`src/assert_macros.svh`:
```
// Assertion macros shared by the RTL files.
`ifndef ASSERT_MACROS_SVH
`define ASSERT_MACROS_SVH
`ifndef SYNTHESIS
`define ASSERT_IMPL(label, ante, cons) \
    label: assert property (@(posedge clk) disable iff (!rst_n) (ante) |-> (cons)) \
    else $error("assertion failed");
`define ASSERT_NEXT(label, ante, cons) \
    label: assert property (@(posedge clk) disable iff (!rst_n) (ante) |=> (cons)) \
    else $error("assertion failed");
`else
`define ASSERT_IMPL(label, ante, cons)
`define ASSERT_NEXT(label, ante, cons)
`endif
`endif

```
`src/jipd_pkg.sv`:
```
// ----------------------------------------------------------------------------
// jipd_pkg
// Types and constants for the joint impact and PD step block.
// ----------------------------------------------------------------------------
package jipd_pkg;

    localparam logic [16:0] E_DEFAULT   = 17'd3277;
    localparam logic [16:0] E_ONE       = 17'd65536;
    localparam logic [30:0] LIM_DEFAULT = 31'd7864320;

    localparam logic [2:0] REG_RESTITUTION = 3'd0;
    localparam logic [2:0] REG_SURFACE     = 3'd1;
    localparam logic [2:0] REG_TORQUE_LIM  = 3'd2;
    localparam logic [2:0] REG_TIME_STEP   = 3'd3;
    localparam logic [2:0] REG_GAIN_POS    = 3'd4;
    localparam logic [2:0] REG_GAIN_VEL    = 3'd5;

    typedef enum logic [3:0] {
        ST_IDLE,
        ST_IMP_E,
        ST_IMP_SQ_A,
        ST_IMP_SQ_B,
        ST_IMP_UPD,
        ST_PD_KP,
        ST_PD_KV,
        ST_PD_SUM,
        ST_DT_P,
        ST_DT_Q,
        ST_OUT
    } state_t;

    // Commands from the controller to the datapath.
    typedef struct packed {
        logic load;
        logic mul_e;
        logic mul_sq_a;
        logic mul_sq_b;
        logic imp_upd;
        logic mul_kp;
        logic mul_kv;
        logic pd_sum;
        logic mul_dt_p;
        logic mul_dt_q;
        logic emit;
    } cmd_t;

    typedef struct packed {
        logic hit;
        logic moving;
    } status_t;

endpackage

```
`src/jipd_ctrl.sv`:
```
// ----------------------------------------------------------------------------
// jipd_ctrl
// Sequencer that walks one joint through the shared multiplier steps.
// ----------------------------------------------------------------------------
`include "assert_macros.svh"
module jipd_ctrl
    import jipd_pkg::*;
(
    input  logic    clk,
    input  logic    rst_n,
    input  logic    in_fire,
    input  logic    out_free,
    input  status_t status,
    output logic    busy,
    output cmd_t    cmd
);

    state_t state_reg, state_next;

    always_ff @(posedge clk or negedge rst_n)
    begin
        if (!rst_n)
        begin
            state_reg <= ST_IDLE;
        end
        else
        begin
            state_reg <= state_next;
        end
    end

    always_comb
    begin
        state_next = state_reg;
        unique case (state_reg)
            ST_IDLE:     if (in_fire) state_next = ST_IMP_E;
            ST_IMP_E:    state_next = status.hit ? ST_IMP_SQ_A : ST_PD_KP;
            ST_IMP_SQ_A: state_next = ST_IMP_SQ_B;
            ST_IMP_SQ_B: state_next = ST_IMP_UPD;
            ST_IMP_UPD:  state_next = ST_PD_KP;
            ST_PD_KP:    state_next = ST_PD_KV;
            ST_PD_KV:    state_next = ST_PD_SUM;
            ST_PD_SUM:   state_next = status.moving ? ST_DT_P : ST_OUT;
            ST_DT_P:     state_next = ST_DT_Q;
            ST_DT_Q:     state_next = ST_OUT;
            ST_OUT:      if (out_free) state_next = ST_IDLE;
            default:     state_next = ST_IDLE;
        endcase
    end

    always_comb
    begin
        cmd  = '0;
        busy = (state_reg != ST_IDLE);
        unique case (state_reg)
            ST_IDLE:     cmd.load     = in_fire;
            ST_IMP_E:    cmd.mul_e    = 1'b1;
            ST_IMP_SQ_A: cmd.mul_sq_a = 1'b1;
            ST_IMP_SQ_B: cmd.mul_sq_b = 1'b1;
            ST_IMP_UPD:  cmd.imp_upd  = 1'b1;
            ST_PD_KP:    cmd.mul_kp   = 1'b1;
            ST_PD_KV:    cmd.mul_kv   = 1'b1;
            ST_PD_SUM:   cmd.pd_sum   = 1'b1;
            ST_DT_P:     cmd.mul_dt_p = 1'b1;
            ST_DT_Q:     cmd.mul_dt_q = 1'b1;
            ST_OUT:      cmd.emit     = out_free;
            default:     cmd          = '0;
        endcase
    end

    `ASSERT_NEXT(a_load_starts, in_fire && state_reg == ST_IDLE, state_reg == ST_IMP_E)
    `ASSERT_IMPL(a_no_accept_busy, state_reg != ST_IDLE, !cmd.load)
    `ASSERT_NEXT(a_emit_idle, cmd.emit, state_reg == ST_IDLE)

endmodule

```
`config.mk`:
```
export PLATFORM = sky130hd
export DESIGN_NAME = jipd_ctrl
export DESIGN_NICKNAME = d
export VERILOG_FILES = /design/src/jipd_pkg.sv /design/src/jipd_ctrl.sv
export VERILOG_INCLUDE_DIRS = /design/src /design/src/src
export SDC_FILE = /design/constraint.sdc
export NUM_CORES = 1
export LEC_CHECK = 0
export ABC_AREA = 0
export BUFFER_PORTS_ARGS = -buffer_cell sky130_fd_sc_hd__buf_2
export CAP_MARGIN = 20
export CORE_AREA = 3 3 40 42
export CTS_BUF_LIST = sky130_fd_sc_hd__clkbuf_4
export DETAILED_ROUTE_END_ITERATION = 10
export DIE_AREA = 0 0 43 45
export HOLD_SLACK_MARGIN = 0.1
export PLACE_DENSITY_LB_ADDON = 0.08
export SYNTH_ARGS = -nofsm -noshare
export SYNTH_HDL_FRONTEND = slang
export SYNTH_SLANG_ARGS = --single-unit
```
`constraint.sdc`:
```
create_clock -name clk -period 3.1 [get_ports clk]
set_input_delay 0.465 -clock clk [delete_from_list [all_inputs] [get_ports clk]]
set_output_delay 0.465 -clock clk [all_outputs]
set_load 0.02 [all_outputs]
```
==> flow_summary.yaml <==
detailed_routing:
  drtAntennaViolNets: 0
  drtIter0Drc: 7
  wl_per_cell_um: 10.5
  routed_wl_um: 796
  drc: 0
  dr.pass1.iters: 4
  via_count: 355
  vias_per_cell: 4.67
timing:
  fin_crit_ps: 1800
  setup_viol: 0
  drv_slew: 0
  finalCritPeriodShare_pct: 57.9
  tightest_slew_ps: 359
  slew_headroom_pct: 76.1
  rsz0062_at_grt: "no"
  fin_skew_ps: 1.04
  setup_tns_ps: 0
  timing.fmax_mhz: 557
  hold_ws_ps: 552
  hold_violations: 0
clock_tree:
  cts_max_path_buffers: 2
  ctsResizeCount: 0
  clk_latency_ps: 230
  cts_sinks: 4
  cts-buffers-inserted: 3
  clkTransAtPathRegs_ps: 40
  cts_tree: "yes"
  htreeDepth: 1
  root_buffer: "clkbuf_4"
power:
  p_comb_share_pct: 55.5
  pwr-share-clk_pct: 12.5
  power_density_nw_per_um2: 1130
  peakVddDrop_v: 0.000385
  p_sw_share_pct: 51.3
  seqPwrFrac_pct: 32.0
  p_int_mw: 0.243
  p_switching_mw: 0.256
  p_leak_nw: 0.232
placed_design:
  place_congestion: 0.679
  io_buffers: 17
  dp.cells: 72
  place.detailed.hpwl_um: 600
final_layout:
  drive_gt1_share_pct: 36.1
  nFillCells: 141
  multi_input_area_um2: 205
  n_antenna_cell: 0
  syn2layout_area_growth_pct: 33.7
  ff_latch_area_um2: 100
  stdcell_count: 76
  largest_register_ffs: 4
  final_nets: 69
floorplan:
  ioPinCount: 18
  dieArea_um2: 1940
  die_h_um: 45
  initial_core_util_pct: 25.7
  die_width_um: 43
  fp-row-count: 13
  core_um2: 1280
critical_path:
  cp_max_fo: 12
  setup.worst_path.class: "reg -> out"
  crit_path_max_incr_delay_ps: 510
  worst_setup_path_end_kind: "primary output"
  crit_arrival_ps: 1330
  cp-start-kind: "register"
  required_ps: 2630
  worstPathCellList: "nor2b_1 > and3_1 > buf_2"
  slowest_stage: "dfrtp_1"
grt:
  use_met1_pct: 12.5
  grt_max_degree: 14
  grt_usage_pct: 8.62
  grt_overflow_total: 0
  grt_use_met3_pct: 3.59
  grt.busiest_layer: "met1"
  grt_pass1_wl_um: 1210
  grtUsageMet2_pct: 9.28
  antenna_found_initial: 0
  grt_pass1_vias: 263
logic_synthesis:
  synthesis.nets: 50
  synth_cell_types: 19
  synthCells: 44
  yosysTopAreaCellShare_pct: 30.3
  synth_largest_area_cell: "dfrtp_1"
  syn_area_per_cell_um2: 7.51
  ys_seq_area_share_pct: 30.3
  yosysWarnings: 0
  synth_area_leaders: "dfrtp_1 (30%), nand2b_1 (9.5%), nor2_1 (8.0%)"
  synth-seq-cells: 4
  synthesis.area_um2: 330
flow_run:
  maxCapViolCount: 0
status:
  outcome: "completed"
hold_path:
  hold_path_class: "in -> reg"
## through the flow
| stage | utilization (%) | power [mW] | worst slack (ps) | cell area (um^2) |
|---|---|---|---|---|
| after floorplan | - | 0.378 | 1480 | 330 |
| after global placement | 31.8 | 0.452 | 1530 | 409 |
| after detailed placement | 31.8 | 0.440 | 1560 | 409 |
| after CTS | 34.4 | 0.508 | 1310 | 442 |
| after global routing | 34.4 | 0.551 | 1180 | 442 |
| final | 34.4 | 0.499 | 1300 | 442 |
## path summary, 6_finish.rpt
check / from / endpoint / slack (ps) / cells after the start
max: state_reg[3] / cmd[0] / 1300 / 3
min: status[0] / state_reg[1] / 550 / 3
max reg2reg: state_reg[2] / state_reg[0] / 1870 / 3
min reg2reg: state_reg[3] / state_reg[2] / 650 / 1
max in group asynchronous: rst_n / state_reg[3] / 2420 / 2
min in group asynchronous: rst_n / state_reg[0] / 560 / 2
## power by group through the flow
| stage | Combinational (mW) | Clock [mW] | Sequential (mW) |
|---|---|---|---|
| after CTS | 0.282 | 0.0677 | 0.159 |
| after detailed placement | 0.280 | 0 | 0.159 |
| after global routing | 0.307 | 0.0709 | 0.173 |
| after global placement | 0.288 | 0 | 0.164 |
| after floorplan | 0.281 | 0 | 0.0968 |
| final | 0.277 | 0.0624 | 0.160 |
## final cells by class
type	count	share of cell area (%)
multi-input combinational	36	46.5
sequential	4	22.7
tap	15	4.25
clock buffer	3	5.10
timing repair buffer	18	21.5
## repair_timing
action | 4_1_cts | 5_1_grt
endpoints found under the hold margin | 4 | 0
hold buffers | 1 | 0
buffers inserted | 0 | 0
## cells in the final DEF, fill, tap and decap left out
cell type / Yosys / routed
o22ai_1: 1 / 1
o21ai_1: 1 / 1
a21oi_1: 2 / 2
a311oi_1: 1 / 1
dlygate4sd3_1: 0 / 1
clkbuf_4: 0 / 3
nand2_1: 3 / 3
a21o_1: 1 / 1
and4bb_2: 1 / 1
and2_1: 1 / 1
nor2_1: 7 / 7
nor3_1: 4 / 4
buf_2: 2 / 17
and3_1: 2 / 2
o22a_1: 1 / 1
mux2_2: 1 / 1
nor2b_1: 2 / 2
dfrtp_1: 4 / 4
o21ai_0: 3 / 3
nand2b_1: 5 / 5
## routing by layer
metal	vias up	wire length, um
met5	-	0
met4	0	0
met3	0	77
met2	11	337
met1	157	381
li1	187	-
## critical path: cells and delay by family (launching register included)
family	cells	cell delay (ps)
DFF	1	510
buffers and inverters	1	150
and+or+nand+nor	2	430
## synthesized netlist by cell type (all sizes together)
| master | n |
|---|---|
| nand2b | 5 |
| nor2 | 7 |
| nor2b | 2 |
| buf | 4 |
| o22ai | 1 |
| and2 | 1 |
| nor3 | 4 |
| a21o | 1 |
| and4bb | 1 |
| mux2 | 1 |
| a311oi | 1 |
| dfrtp | 4 |
| and3 | 2 |
| a21oi | 2 |
| o21ai | 4 |
| o22a | 1 |
| nand2 | 3 |
## kinds of logic after synthesis
| family | count (synthesis) | share of synthesized area (%) |
|---|---|---|
| AOI/OAI and AO/OA | 10 | 18.6 |
| buffers and inverters | 4 | 7.57 |
| DFF | 4 | 30.3 |
| muxes | 1 | 3.41 |
| and+or+nand+nor | 25 | 40.2 |
Note: power is estimated with default switching activity, not from simulation.
